### src/assert_macros.svh
// Concurrent assertion helpers, compiled out for synthesis.
`ifndef ASSERT_MACROS_SVH
`define ASSERT_MACROS_SVH
`ifndef SYNTHESIS
`define ASSERT_ALWAYS(lbl, clk, rst, expr) \
   lbl: assert property (@(posedge clk) disable iff (rst) (expr)) \
      else $error("%m: assertion failed");
`define ASSERT_IMPLIES(lbl, clk, rst, ante, cons) \
   lbl: assert property (@(posedge clk) disable iff (rst) (ante) |-> (cons)) \
      else $error("%m: assertion failed");
`else
`define ASSERT_ALWAYS(lbl, clk, rst, expr)
`define ASSERT_IMPLIES(lbl, clk, rst, ante, cons)
`endif
`endif

### src/mf3_pkg.sv
package mf3_pkg;

   localparam int MAX_WIDTH_DEFAULT = 2048;
   localparam int PIXEL_W = 8;
   localparam int CSR_INDEX_W = 4;
   localparam int CSR_DATA_W = 12;
   localparam int ROW_W = 12;
   localparam int MIN_DIM = 3;
   localparam int FIRST_INTERIOR = 2;
   localparam int WIN_TAPS = 9;
   localparam int WIN_HIST = 6;
   localparam int MEDIAN_TAP = 4;
   localparam int WQ_DEPTH = 4;
   localparam int OUT_DEPTH = 4;

   localparam logic [CSR_DATA_W-1:0] WIDTH_RESET = CSR_DATA_W'(640);
   localparam logic [CSR_DATA_W-1:0] HEIGHT_RESET = CSR_DATA_W'(480);

   typedef logic [CSR_INDEX_W-1:0] csr_index_type;
   localparam csr_index_type CSR_IMAGE_WIDTH = csr_index_type'(0);
   localparam csr_index_type CSR_IMAGE_HEIGHT = csr_index_type'(1);

   typedef logic [PIXEL_W-1:0] pixel_type;
   typedef pixel_type [WIN_TAPS-1:0] window_type;

   typedef struct packed {
      logic last;
      window_type taps;
   } win_beat_type;

   typedef struct packed {
      pixel_type median_value;
      logic last;
   } rsp_beat_type;

   // 19-op compare-exchange network; after all ops, tap 4 holds the median
   localparam int NET_OPS = 19;
   localparam int NET_LO [NET_OPS] = '{1, 4, 7, 0, 3, 6, 1, 4, 7, 0, 5, 4, 3, 1, 2, 4, 4, 6, 4};
   localparam int NET_HI [NET_OPS] = '{2, 5, 8, 1, 4, 7, 2, 5, 8, 3, 8, 7, 6, 4, 5, 7, 2, 4, 2};
   localparam int STAGE_A_END = 8;
   localparam int STAGE_B_END = 15;

   function automatic window_type net_apply(window_type w, int first_op, int last_op);
      window_type r;
      pixel_type t;
      r = w;
      for (int i = 0; i < NET_OPS; i++) begin
         if (i >= first_op && i <= last_op) begin
            if (r[NET_LO[i]] > r[NET_HI[i]]) begin
               t = r[NET_LO[i]];
               r[NET_LO[i]] = r[NET_HI[i]];
               r[NET_HI[i]] = t;
            end
         end
      end
      return r;
   endfunction

endpackage

### src/mf3_back.sv
module mf3_back #(
   parameter int OUT_DEPTH = mf3_pkg::OUT_DEPTH
) (
   input  logic                               clock,
   input  logic                               reset,
   input  logic                               wq_empty,
   input  mf3_pkg::win_beat_type              wq_data,
   output logic                               wq_pop,
   input  logic [$clog2(OUT_DEPTH+1)-1:0]     out_count,
   output logic                               out_push,
   output mf3_pkg::rsp_beat_type              out_data,
   output logic [1:0]                         inflight
);
   import mf3_pkg::*;

   localparam int CNT_W = $clog2(OUT_DEPTH + 1);

   logic a_valid_ff, b_valid_ff;
   logic a_last_ff, b_last_ff;
   window_type a_win_ff, b_win_ff;
   window_type final_win;
   logic [CNT_W:0] used;

   // credit: results in the network always have a slot in the output queue
   assign inflight = {1'b0, a_valid_ff} + {1'b0, b_valid_ff};
   assign used = (CNT_W + 1)'(out_count) + (CNT_W + 1)'(inflight);
   assign wq_pop = !wq_empty && (used < (CNT_W + 1)'(OUT_DEPTH));

   always_ff @(posedge clock) begin
      if (reset) begin
         a_valid_ff <= 1'b0;
         b_valid_ff <= 1'b0;
      end else begin
         a_valid_ff <= wq_pop;
         b_valid_ff <= a_valid_ff;
      end
   end

   always_ff @(posedge clock) begin
      if (wq_pop) begin
         a_win_ff <= net_apply(wq_data.taps, 0, STAGE_A_END);
         a_last_ff <= wq_data.last;
      end
      if (a_valid_ff) begin
         b_win_ff <= net_apply(a_win_ff, STAGE_A_END + 1, STAGE_B_END);
         b_last_ff <= a_last_ff;
      end
   end

   assign final_win = net_apply(b_win_ff, STAGE_B_END + 1, NET_OPS - 1);
   assign out_push = b_valid_ff;
   assign out_data.median_value = final_win[MEDIAN_TAP];
   assign out_data.last = b_last_ff;

endmodule

### config.mk
export PLATFORM = sky130hd
export DESIGN_NAME = mf3_back
export DESIGN_NICKNAME = d
export VERILOG_FILES = /design/src/assert_macros.svh /design/src/mf3_pkg.sv /design/src/mf3_back.sv
export SDC_FILE = /design/constraint.sdc
export NUM_CORES = 1
export LEC_CHECK = 0
export CAP_MARGIN = 20
export CORE_ASPECT_RATIO = 0.8
export CORE_UTILIZATION = 45
export DETAILED_ROUTE_END_ITERATION = 8
export DONT_BUFFER_PORTS = 1
export SYNTH_ARGS = -nofsm -noshare
export SYNTH_HDL_FRONTEND = slang
export SYNTH_SLANG_ARGS = --single-unit
### constraint.sdc
create_clock -name clock -period 15.05 [get_ports clock]
set_input_delay 3.7625 -clock clock [delete_from_list [all_inputs] [get_ports clock]]
set_output_delay 3.7625 -clock clock [all_outputs]
set_load 0.05 [all_outputs]
==> qor.yml <==
timing:
  worst_pin_slew_ps: 1080
  slew-limit-headroom_pct: 28.4
  timing.fmax_ghz: 0.0940
  hold_viol_final: 0
  setup-tns-final_ps: 0
  finalSetupViolCount: 0
  report.final.slew_viol_count: 0
  rsz0062_at_grt: "false"
  min_period_ps: 10640
  fin_skew_ps: 6.06
  min_period_over_period_pct: 70.7
  whs_ps: 426
global_route:
  track_usage_pct: 23.5
  grt_overflow: 0
  grt_pass1_vias: 8012
  antenna_found_initial: 0
  grt_pass1_wl_um: 42800
  grt_start_max_net_pins: 75
critical_path:
  reg2reg_from: "a_win_ff[57]$_DFFE_PP_"
  cp-start-kind: "flip-flop"
  worstSetupPathType: "reg2out"
  reg2reg_depth: 24
  rr_endpoint: "b_win_ff[36]$_DFFE_PP_"
  end_kind: "output port"
  crit_arrival_ps: 6880
  cp.required_ps: 11290
  worstSetupStartpoint: "b_win_ff[17]$_DFFE_PP_"
  crit_fanout: 16
  endpoint: "out_data[2]"
  r2r_slack_ps: 8640
yosys:
  ys_async_sr_fraction_pct: 0
  syn_area_sq_mm: 0.0103
  yosysSeqAreaShare_pct: 28.9
  syn_inst: 1188
  synth_top_area_cell: "edfxtp_1"
  syn_nets: 1413
  syn_area_per_cell_sq_um: 8.70
  synth_cell_types: 71
  synth-seq-cells: 100
  synth_ff_type: "edfxtp_1"
  synth_edf_count: 98
  yosysTopAreaCellShare_pct: 28.5
  synth_top_cells_by_area: "edfxtp_1 (28%), ha_1 (18%), a21oi_1 (5.1%), inv_1 (4.4%), o21ai_0 (4.2%)"
  ys_warn_count: 0
  synth_common_cells: "ha_1 (146), inv_1 (121), nand2_1 (115), a21oi_1 (105), edfxtp_1 (98)"
  synth_most_common_cell: "ha_1"
placement:
  gp_congestion: 0.915
  portBuffers: 0
  place_area_sq_mm: 0.0107
  dpl.hpwl_um: 21700
floorplanning:
  die_w_um: 171
  coreArea_sq_mm: 0.0225
  initial_utilization_pct: 45.9
  die_y_um: 138
  io_pins: 92
  row_count: 49
  die-area_sq_mm: 0.0236
run:
  drv_cap: 0
cells_and_area:
  postLayoutCoreUtil_pct: 48.8
  layout-drive-gt1-share_pct: 7.87
  area_growth_pct: 6.22
  diodes: 0
  final_area_sq_mm: 0.0110
  nNetsFinal: 1401
drt:
  viasPerCell: 5.88
  wire_per_inst_um: 18.1
  drt_iter0_markers: 680
  antenna_left: 0
  dr_total_vias: 8743
  drc: 0
  drt-total-wl_um: 27000
  first_pass_iters: 7
hold_path:
  min_path_type: "reg2reg"
clock_tree:
  cts_tree: "yes"
  clkLatencyLatePin_ps: 350
  htree_levels: 3
  cts_inserted_buffers: 9
  cts-resized-gates: 0
  hold_buffers: 0
  cts_setup_buffers: 0
  clk_pin_slew_worst_paths_ps: 70
  cts_buffer_depth: 2
  ctsRootBufferMaster: "clkbuf_16"
  clock-sinks: 100
power:
  ir_drop_mv: 0.0838
  p_leak_nw: 4.72
  p_per_area_mw_per_mm2: 149
outcome:
  status: "completed"
-- placed cells by master (no fill, tap or decap), types with 25 or more instances in the layout --
cell type  count
inv_1        121
a22oi_1       26
a21o_1        25
mux2_2        32
nor2_1        73
edfxtp_1      98
ha_1         146
a21oi_1      105
nand3_1       40
o21ai_0       86
mux2i_1       41
nand2_1      115
-- report_power, final --
group          internal (mW)  leakage, nW  total [mW]  switching (mW)
Combinational          0.365         3.65       0.992           0.627
Sequential             0.381        0.927       0.412          0.0309
Clock                  0.130        0.144       0.235           0.105
Total                  0.876         4.72        1.64           0.762
-- metal layers --
layer | track usage (%) | wire [um] | up-vias
met4 | 7.24 | 535 | 0
met5 | 0 | 0 | -
met1 | 34.4 | 13300 | 4031
met2 | 35.8 | 11500 | 246
met3 | 3.07 | 1610 | 21
li1 | - | - | 4445
-- cell families (layout without fill, tap and decap cells) --
group / after synthesis / count (layout) / share of synthesized area [%]
AO/OA/AOI/OAI: 379 / 379 / 24.6
AND/OR/NAND/NOR: 333 / 333 / 15.4
buffers and inverters: 156 / 149 / 5.96
adder cells (fa/ha/maj): 146 / 146 / 17.7
flip-flops: 100 / 100 / 28.9
multiplexers: 73 / 73 / 7.46
XOR/XNOR: 1 / 1 / 0.0848
-- how the worst min path moves through the flow --
stage / from / to / slack [ps] / cells after the start
after floorplan: a_last_ff$_DFFE_PP_ / b_last_ff$_DFFE_PP_ / 400 / 0
after global placement: a_last_ff$_DFFE_PP_ / b_last_ff$_DFFE_PP_ / 400 / 0
after detailed placement: a_last_ff$_DFFE_PP_ / b_last_ff$_DFFE_PP_ / 410 / 0
after CTS: a_last_ff$_DFFE_PP_ / b_last_ff$_DFFE_PP_ / 430 / 0
after global routing: a_last_ff$_DFFE_PP_ / b_last_ff$_DFFE_PP_ / 440 / 0
final: a_last_ff$_DFFE_PP_ / b_last_ff$_DFFE_PP_ / 430 / 0
-- per-stage QoR --
stage | instances | worst slack (ps) | power, mW
after floorplan | 1188 | 2350 | 1.19
after global placement | 1469 | 4620 | 1.38
after detailed placement | 1470 | 4420 | 1.40
after CTS | 1486 | 4430 | 1.64
after global routing | 1487 | 3750 | 1.77
final | 1487 | 4410 | 1.64
-- area by class of cell --
class,instances,area (sq um)
Fill cell,2205,11500
Clock inverter,7,75.1
Multi-Input combinational cell,932,6770
Inverter,121,454
Timing Repair Buffer,12,92.6
Sequential cell,100,2980
Tap cell,306,383
Clock buffer,9,225
-- worst max-delay path, cell delays in order, from the launching register on --
cell and delay (ps):
edfxtp_1 440, inv_1 110, ha_1 240, nor2b_1 130, o21a_1 150, o21ai_0 150
a211oi_1 110, nor2_1 610, nand2_1 100, o21ai_0 140, inv_1 80, ha_1 300
a21o_1 160, a21oi_1 150, o21ai_0 200, nand3b_1 160, mux2i_1 90, a311oi_2 610
mux2_2 420, ha_1 320, a21o_1 160, a21o_1 170, a21oi_1 180, o21ai_0 110
o21a_1 290, a21oi_1 920
-- registers in the layout, indices dropped and copies added (netlist names) --
signal      count
a_last_ff       1
a_valid_ff      1
a_win_ff       72
b_last_ff       1
b_win_ff       24
out_push        1
Power figures use the tool's default switching activity.
