File: src/assert_macros.svh
// Concurrent assertion helpers, compiled out for synthesis.
`ifndef ASSERT_MACROS_SVH
`define ASSERT_MACROS_SVH
`ifndef SYNTHESIS
`define ASSERT_ALWAYS(lbl, clk, rst, expr) \
   lbl: assert property (@(posedge clk) disable iff (rst) (expr)) \
      else $error("%m: assertion failed");
`define ASSERT_IMPLIES(lbl, clk, rst, ante, cons) \
   lbl: assert property (@(posedge clk) disable iff (rst) (ante) |-> (cons)) \
      else $error("%m: assertion failed");
`else
`define ASSERT_ALWAYS(lbl, clk, rst, expr)
`define ASSERT_IMPLIES(lbl, clk, rst, ante, cons)
`endif
`endif

File: src/mf3_fifo.sv
module mf3_fifo #(
   parameter int WIDTH = 8,
   parameter int DEPTH = 4
) (
   input  logic                         clock,
   input  logic                         reset,
   input  logic                         push,
   input  logic [WIDTH-1:0]             push_data,
   input  logic                         pop,
   output logic [WIDTH-1:0]             pop_data,
   output logic                         empty,
   output logic [$clog2(DEPTH+1)-1:0]   count
);
   localparam int PTR_W = (DEPTH > 1) ? $clog2(DEPTH) : 1;
   localparam int CNT_W = $clog2(DEPTH + 1);

   logic [WIDTH-1:0] mem [DEPTH];
   logic [PTR_W-1:0] wr_ptr_ff, wr_ptr_in;
   logic [PTR_W-1:0] rd_ptr_ff, rd_ptr_in;
   logic [CNT_W-1:0] count_ff, count_in;

   always_comb begin
      wr_ptr_in = wr_ptr_ff;
      rd_ptr_in = rd_ptr_ff;
      count_in = count_ff;
      if (push) begin
         wr_ptr_in = (wr_ptr_ff == PTR_W'(DEPTH - 1)) ? '0 : wr_ptr_ff + 1'b1;
      end
      if (pop) begin
         rd_ptr_in = (rd_ptr_ff == PTR_W'(DEPTH - 1)) ? '0 : rd_ptr_ff + 1'b1;
      end
      if (push && !pop) begin
         count_in = count_ff + 1'b1;
      end else if (pop && !push) begin
         count_in = count_ff - 1'b1;
      end
   end

   always_ff @(posedge clock) begin
      if (reset) begin
         wr_ptr_ff <= '0;
         rd_ptr_ff <= '0;
         count_ff <= '0;
      end else begin
         wr_ptr_ff <= wr_ptr_in;
         rd_ptr_ff <= rd_ptr_in;
         count_ff <= count_in;
      end
   end

   always_ff @(posedge clock) begin
      if (push) begin
         mem[wr_ptr_ff] <= push_data;
      end
   end

   assign pop_data = mem[rd_ptr_ff];
   assign empty = (count_ff == '0);
   assign count = count_ff;

endmodule

File: config.mk
export PLATFORM = sky130hd
export DESIGN_NAME = mf3_fifo
export DESIGN_NICKNAME = d
export VERILOG_FILES = /design/src/assert_macros.svh /design/src/mf3_fifo.sv
export SDC_FILE = /design/constraint.sdc
export NUM_CORES = 1
export LEC_CHECK = 0
export CORE_MARGIN = 2
export CORE_UTILIZATION = 55
export CTS_BUF_LIST = sky130_fd_sc_hd__clkbuf_8 sky130_fd_sc_hd__clkbuf_16
export CTS_CLUSTER_SIZE = 10
export DETAILED_ROUTE_END_ITERATION = 10
export DONT_BUFFER_PORTS = 1
export PLACE_DENSITY_LB_ADDON = 0.25
export SYNTH_ARGS = -nofsm -noshare
export SYNTH_HDL_FRONTEND = slang
export SYNTH_SLANG_ARGS = --single-unit
File: constraint.sdc
create_clock -name clock -period 4 [get_ports clock]
set_clock_uncertainty 0.15 [all_clocks]
set_input_delay 0.4 -clock clock [delete_from_list [all_inputs] [get_ports clock]]
set_output_delay 0.4 -clock clock [all_outputs]
set_load 0.05 [all_outputs]
==> impl_summary.txt, run 1 <==
----------------------------------------------------
[Status]
  Status ... completed

[Placement]
  Port-buffer cells ... 0
  Total half-perimeter wirelength after legalization and detailed placement ... between 1 and 1.5 mm
  Cell area after placement ... roughly 0.0016 sq mm
  Final weighted congestion of routability-driven global placement ... 0.6886
  Worst slack after detailed placement ... between 2 and 2.5 ns
  # placed instances ... around 120

[Synthesis]
  Post-synthesis cell type with the largest combined area ... edfxtp_1
  Number of synthesized register bits ... 41
  Cell variety after synth ... 17
  Cells taking the most area after synthesis ... edfxtp_1, dfxtp_1, mux4_2, ha_1, mux2i_1
  Post-synth net total ... roughly 100
  Mapped Area ... around 0.0016 sq mm
  Synthesized netlist cell count ... 85
  Top cell type's share of synthesized area ... about 60%
  Sequential-to-total area share from yosys stat ... a little under three quarters
  Per-instance average area after synthesis ... 18.71 sq um
  Yosys warnings ... 0

[Floorplanning]
  Die width ... between 50 and 60 um
  Starting density of the core ... slightly below 60%
  FP Rows ... 19
  Boundary pin count ... 24
  Core ar. ... around 0.0028 sq mm
  Overall die height ... 57.77 um
  Floorplan die area ... 0.003337 sq mm

[Routing]
  Via density ... approximately 5.7
  TritonRoute pass-1 iters ... 4
  Total via count after detailed routing ... ~700
  Total length of routed wires ... around 2.1 mm
  Initial detailed-routing violation count ... 20
  Number of DRC violations after detailed routing ... 0
  Final ANT Viol Nets ... 0
  Wire length per cell after detailed routing ... ~17 um

[Finish]
  Area Overhead vs Synth ... 10.54%
  Fill cell total of the finished layout ... between 200 and 250
  Commonest non-fill, non-tap cell in the layout ... edfxtp_1
  Antenna fix cells ... 0
  Most frequent cells in the layout ... edfxtp_1, dfxtp_1, mux4_2
  Number of standard cells in the layout, taps in and fillers out ... about 120
  Share of the core filled with cells ... 63.75%
  Fraction of layout cells with a size suffix above 1 ... around 18%
  Net count, final ... between 100 and 150
  Final design instance area without fill ... 0.001758 sq mm

[Global routing]
  Global-route usage over all layers ... between 15 and 20%
  Largest net degree at the start of global routing ... 15
  Vias in the first global route ... 677
  Initial antenna violation count ... 0
  First-pass GRT wire length ... about 3.4 mm
  Total grt overflow ... 0

[Clocking]
  CTS clock-pin slew for the worst setup and hold paths ... ~0.07 ns
  # hold bufs at CTS ... 0
  Cell at the root of the clock tree ... clkbuf_8
  TritonCTS buffer count ... 5
  CTS tree ... yes
  Clock Tree Buf Depth ... 2
  Sinks on the clock net ... between 40 and 50
  Number of buffers inserted by post-CTS setup repair ... 0
  Clock latency reported for the late side of the worst-skew pair ... 0.29 ns
  Post-cts gate resize count ... 0
  CTS H-tree depth ... 2

[STA]
  Final setup vio count ... 0
  Hold violation total from the final report ... 0
  Slew at the pin with the worst max-slew slack ... 0.6212 ns
  Setup total negative slack ... 0 ns
  RSZ-0062 raised after global routing ... false
  Number of max-slew violations in the final report ... 0
  Time the worst path needs with I/O delays and setup ... 2.242 ns
  Tcrit/Tclk final ... 56.05%
  Maximum clock rate ... 446.1 MHz
  Final worst setup slack ... between 1.5 and 2 ns
  Worst slew slack as a fraction of its limit ... between 50% and 60%

[Power]
  Net load switching power ... between 0.2 and 0.3 mW
  Leakage power of the design ... 0.6214 nW
  IR Drop Worst-Case VDD ... ~0.45 mV
  Switching portion of total power ... between 20% and 30%
  Sequential share of power ... approximately half
  Portion of total power attributed to combinational logic ... between 10 and 15%
  Internal power consumption ... between 0.7 and 0.8 mW
  Areal power density over the cells ... 584.5 mW/mm^2
  Share of power burned in the clock network ... ~38%

[Worst setup path]
  Category of cells accounting for the largest share of critical-path delay ... multiplexers
  Worst Setup End Kind ... output pin
  Required time at the worst-slack endpoint ... about 3.5 ns
  Critical path's largest stage delay ... 0.74 ns
  Worst-path cell chain ... mux4_2
  CP max-delay cell ... mux4_2
  CP startpoint kind ... flop
  CP arrival ... 1.69 ns
  Kind of critical path ... reg -> out
  Crit path max fanout ... 8
  Buffering stage count on the worst path with inverters included ... 0

[Worst hold path]
  Hold crit path type ... in -> reg

[Run]
  Max-cap violations ... 0

----------------------------------------------------
[metrics by stage]
step	hold slack (ns)	power, mW
CTS	0.007135	1.037
finish	0.01760	1.028
global placement	0.3222	0.6457
detailed placement	0.3257	0.6493
floorplan	0.3191	0.6315
global route	0.006545	1.061
[layer usage]
metal | GRT usage, % | part of all wire, % | up-vias
li1 | - | - | 334
met1 | 17.14 | 40 | 336
met2 | 23.05 | 49 | 23
met3 | 7.589 | 8.4 | 5
met4 | 9.967 | 2.9 | 0
met5 | 0 | 0 | -
[kinds of logic after synthesis]
kind of cell,synth area share [%]
AO/OA/AOI/OAI,0.9439
AND/OR/NAND/NOR,4.406
buffers and inverters,1.966
XOR/XNOR,1.102
adder cells (fa/ha/maj),5.979
multiplexers,13.85
flip-flops,71.75
[final cells by class]
class	instances	area [sq um]	area share, %
repair buffers	1	7.507	0.4270
clock inverters	3	68.82	3.915
well taps	31	38.79	2.206
inverters	4	15.01	0.8541
flip-flops and latches	41	1141	64.91
multi-input cells	38	417.9	23.77
clock buffers	5	68.82	3.915
[synthesized netlist by cell type]
library cell and instances:
dfxtp_1 9, fa_1 1, ha_1 6, o21ai_0 1, buf_6 1, and2_1 4
nor3_1 1, nor2_1 7, mux4_2 8, inv_1 4, clkbuf_2 1, nor3b_1 1
edfxtp_1 32, xor2_1 2, or3_1 1, a21oi_1 2, mux2i_1 4
[registers in the layout, summed over array words and instances, names as in the netlist, named ones only]
register / count
rd_ptr_ff: 2
mem: 32
count: 3
wr_ptr_ff: 2
[worst paths after layout]
kind | startpoint | endpoint | slack, ns | depth (start not counted)
worst max-delay path | flop | pop_data[7] | 1.76 | 1
worst min-delay path | reset | count[0] | 0.02 | 1
worst max register to register | count[0] | count[2] | 2.11 | 4
worst min register to register | rd_ptr_ff[1] | rd_ptr_ff[1] | 0.40 | 2
[power groups by stage]
| stage | combinational, mW | clock [mW] | sequential, mW |
|---|---|---|---|
| 3_3_place_gp | 0.114 | 0 | 0.531 |
| 3_5_place_dp | 0.117 | 0 | 0.533 |
| 5_1_grt | 0.125 | 0.409 | 0.526 |
| 4_1_cts | 0.117 | 0.397 | 0.523 |
| 2_1_floorplan | 0.108 | 0 | 0.523 |
| 6_report | 0.116 | 0.390 | 0.522 |
(Power assumes the default switching activity.)
==> inputs of run 2 (changes only) <==
ABC_AREA = 1   (was unset)
clock period = 1.8 ns   (was 4 ns; I/O delays follow)
==> run 2 against run 1 <==
The run now ends with DRC left. Sequential share of layout area is 7.6 points lower. Via count is 49% higher. Global-route usage grew 2.5 points. Synthesized cell count grew 58%. Worst setup slack got worse by 1.7 ns. Die area is 3.3% higher. Register-to-register slack got worse by 1.8 ns.
==> impl_summary.txt, run 2 <==
----------------------------------------------------
[Synthesis]
  Primary FF master, synth ... edfxtp_1
  Count leader, synth ... edfxtp_1
  EDFF count, synth ... 32
  Synthesized netlist cell count ... between 100 and 150
  Per-instance average area after synthesis ... 12.29 sq um
  Number of synthesized register bits ... 41
  Cells taking the most area after synthesis ... edfxtp_1, dfxtp_1, nor2_1, ha_1, o21ai_0
  Post-synthesis cell type with the largest combined area ... edfxtp_1
  Cell types with the highest counts after synthesis ... edfxtp_1, nor2_1, inv_1, o21ai_0, dfxtp_1
  Mapped Area ... 0.001647 sq mm
  Share of async-settable or async-resettable flops after synthesis ... 0%
  Cell variety after synth ... 19
  Sequential-to-total area share from yosys stat ... 69.30%
  Top cell type's share of synthesized area ... between 50 and 60%
  Yosys warnings ... 0
  Post-synth net total ... between 150 and 200

[Floorplanning]
  Overall die height ... between 50 and 60 um
  Core ar. ... ~0.0028 sq mm
  Starting density of the core ... 58.70%
  FP Rows ... 19
  Die width ... between 50 and 60 um
  Boundary pin count ... 24
  Floorplan die area ... 0.003447 sq mm

[Finish]
  Antenna fix cells ... 0
  Commonest non-fill, non-tap cell in the layout ... edfxtp_1
  Register name with the most flops ... mem
  Most frequent cells in the layout ... edfxtp_1, nor2_1, o21ai_0
  Max FFs per register ... 32
  Area Overhead vs Synth ... 21.28%
  Fill cell total of the finished layout ... between 200 and 250
  Fraction of layout cells with a size suffix above 1 ... approximately a fifth
  Net count, final ... approximately 180

[Clocking]
  CTS clock-pin slew for the worst setup and hold paths ... 0.08 ns
  CTS H-tree depth ... 2
  Clock latency reported for the late side of the worst-skew pair ... between 0.2 and 0.3 ns
  Clock Tree Buf Depth ... 2
  Sinks on the clock net ... just over 40
  CTS tree ... yes
  TritonCTS buffer count ... 5
  Cell at the root of the clock tree ... clkbuf_8

[Routing]
  Total via count after detailed routing ... 1,037
  Initial detailed-routing violation count ... 28
  Total length of routed wires ... 2.704 mm
  Wire length per cell after detailed routing ... around 14 um
  Number of DRC violations after detailed routing ... 2
  Via density ... 5.318
  TritonRoute pass-1 iters ... 7
  Final ANT Viol Nets ... 0

[STA]
  Final worst setup slack ... around 0.10 ns
  Time the worst path needs with I/O delays and setup ... 1.697 ns
  Setup total negative slack ... 0 ns
  Worst slew slack as a fraction of its limit ... 73.64%
  RSZ-0062 raised after global routing ... false
  Number of max-slew violations in the final report ... 0
  Tcrit/Tclk final ... 94.26%
  Slew at the pin with the worst max-slew slack ... 0.3950 ns
  Final setup vio count ... 0
  Hold violation total from the final report ... 0
  Maximum clock rate ... between 500 and 600 MHz

[Run]
  Max-cap violations ... 0

[Worst hold path]
  Hold crit path type ... in -> reg
  Startpoint of the tightest hold check path ... push

[Power]
  IR Drop Worst-Case VDD ... approximately 0.66 mV
  Leakage power of the design ... between 0.7 and 0.8 nW
  Areal power density over the cells ... around 1100 mW/mm^2

[Global routing]
  Initial antenna violation count ... 0
  Grt met1 use ... between 10% and 20%
  Busiest layer in global routing ... met2
  Global-route usage over all layers ... 17.76%
  First-pass GRT wire length ... ~4.3 mm
  Met2 usage ... just under 30%
  Total grt overflow ... 0
  Vias in the first global route ... between 1,000 and 1,500
  Largest net degree at the start of global routing ... 17
  Met3 global-route usage ... under 10%

[Worst setup path]
  Capture point of the worst reg-to-reg path ... mem[3][5]
  Required time at the worst-slack endpoint ... approximately 1.5 ns
  CP arrival ... roughly 1.4 ns
  Crit path max fanout ... 9
  Worst Setup End Kind ... output pin
  Number of cells traversed by the worst register-to-register path ... 3
  CP Capture Point ... pop_data[7]
  R2R setup slack ... 0.35 ns
  Startpoint of the worst-slack reg-to-reg timing path ... wr_ptr_ff[0]
  CP startpoint kind ... flop
  Kind of critical path ... reg -> out

[Status]
  Violations in the final reports ... DRC
  Status ... finished, violations left

[Placement]
  Final weighted congestion of routability-driven global placement ... 0.8311
  Worst slack after detailed placement ... 0.2744 ns
  Port-buffer cells ... 0
  Total half-perimeter wirelength after legalization and detailed placement ... roughly 1.8 mm

----------------------------------------------------
## run 2: changes by cell type after synthesis, sizes merged, moves of 8 or more
cell	previous run	this run
o21ai	1	19
nand2	0	8
mux4	8	0
o22ai	0	8
inv	4	16
nor2	7	24
## run 2: worst min-delay path by stage
stage               endpoint  cells after the start  slack, ns
finish              count[0]                      3       0.09
global route        count[0]                      3       0.11
CTS                 count[0]                      3       0.07
detailed placement  count[0]                      1       0.11
global placement    count[0]                      1       0.10
floorplan           count[0]                      1       0.10
## run 2: kinds of logic after synthesis
logic type | count (synthesis) | synth area share, %
and+or+nand+nor | 37 | 9.194
adders and majority gates | 7 | 5.775
AOI/OAI and AO/OA | 30 | 10.18
xor gates and xnor gates | 1 | 0.5320
buffers and inverters | 18 | 5.015
DFF | 41 | 69.30
## run 2: what timing repair did
item | in CTS | in global routing
hold buffers | 11 | 0
setup buffers | 0 | 0
endpoints found under the hold margin | 41 | 0
gates resized for setup | 2 | 6
endpoints found under the setup margin | 8 | 6
## run 2: where the power goes
part	switching, mW	internal, mW	total [mW]	leakage [nW]
sequential	0.0318	1.07	1.11	0.369
clock	0.296	0.408	0.704	0.0518
combinational	0.283	0.132	0.415	0.364
## run 2: worst max-delay path: stages (launching register included)
cell and delay [ns]:
dfxtp_1 0.40, inv_2 0.19, o21ai_0 0.12, o22ai_1 0.14
buf_4 0.22
## run 2: per-layer routing
metal | wire (um) | up-vias
met5 | 0 | -
met4 | 66 | 0
li1 | - | 525
met1 | 1111 | 479
met2 | 1366 | 27
met3 | 160 | 6
## run 2: area by class of cell
class	count	area [sq um]	share of cell area, %
clock inverter	3	41.29	2.068
clock buffer	5	68.82	3.446
tap	31	38.79	1.942
timing repair buffer	24	207.7	10.40
sequential	41	1145	57.33
multi-input combinational	75	432.9	21.68
inverter	16	62.56	3.133
## run 2: per-stage QoR
stage / instance area [sq um] / power [mW] / cells / util [%] / hold WS [ns]
after floorplan: 1652 / 1.411 / 134 / - / 0.1024
after global placement: 1765 / 1.502 / 176 / 62.93 / 0.1045
after detailed placement: 1765 / 1.512 / 176 / 62.93 / 0.1053
after CTS: 1987 / 2.238 / 195 / 70.83 / 0.06915
after global routing: 1997 / 2.299 / 195 / 71.19 / 0.1105
final: 1997 / 2.224 / 195 / 71.19 / 0.08900
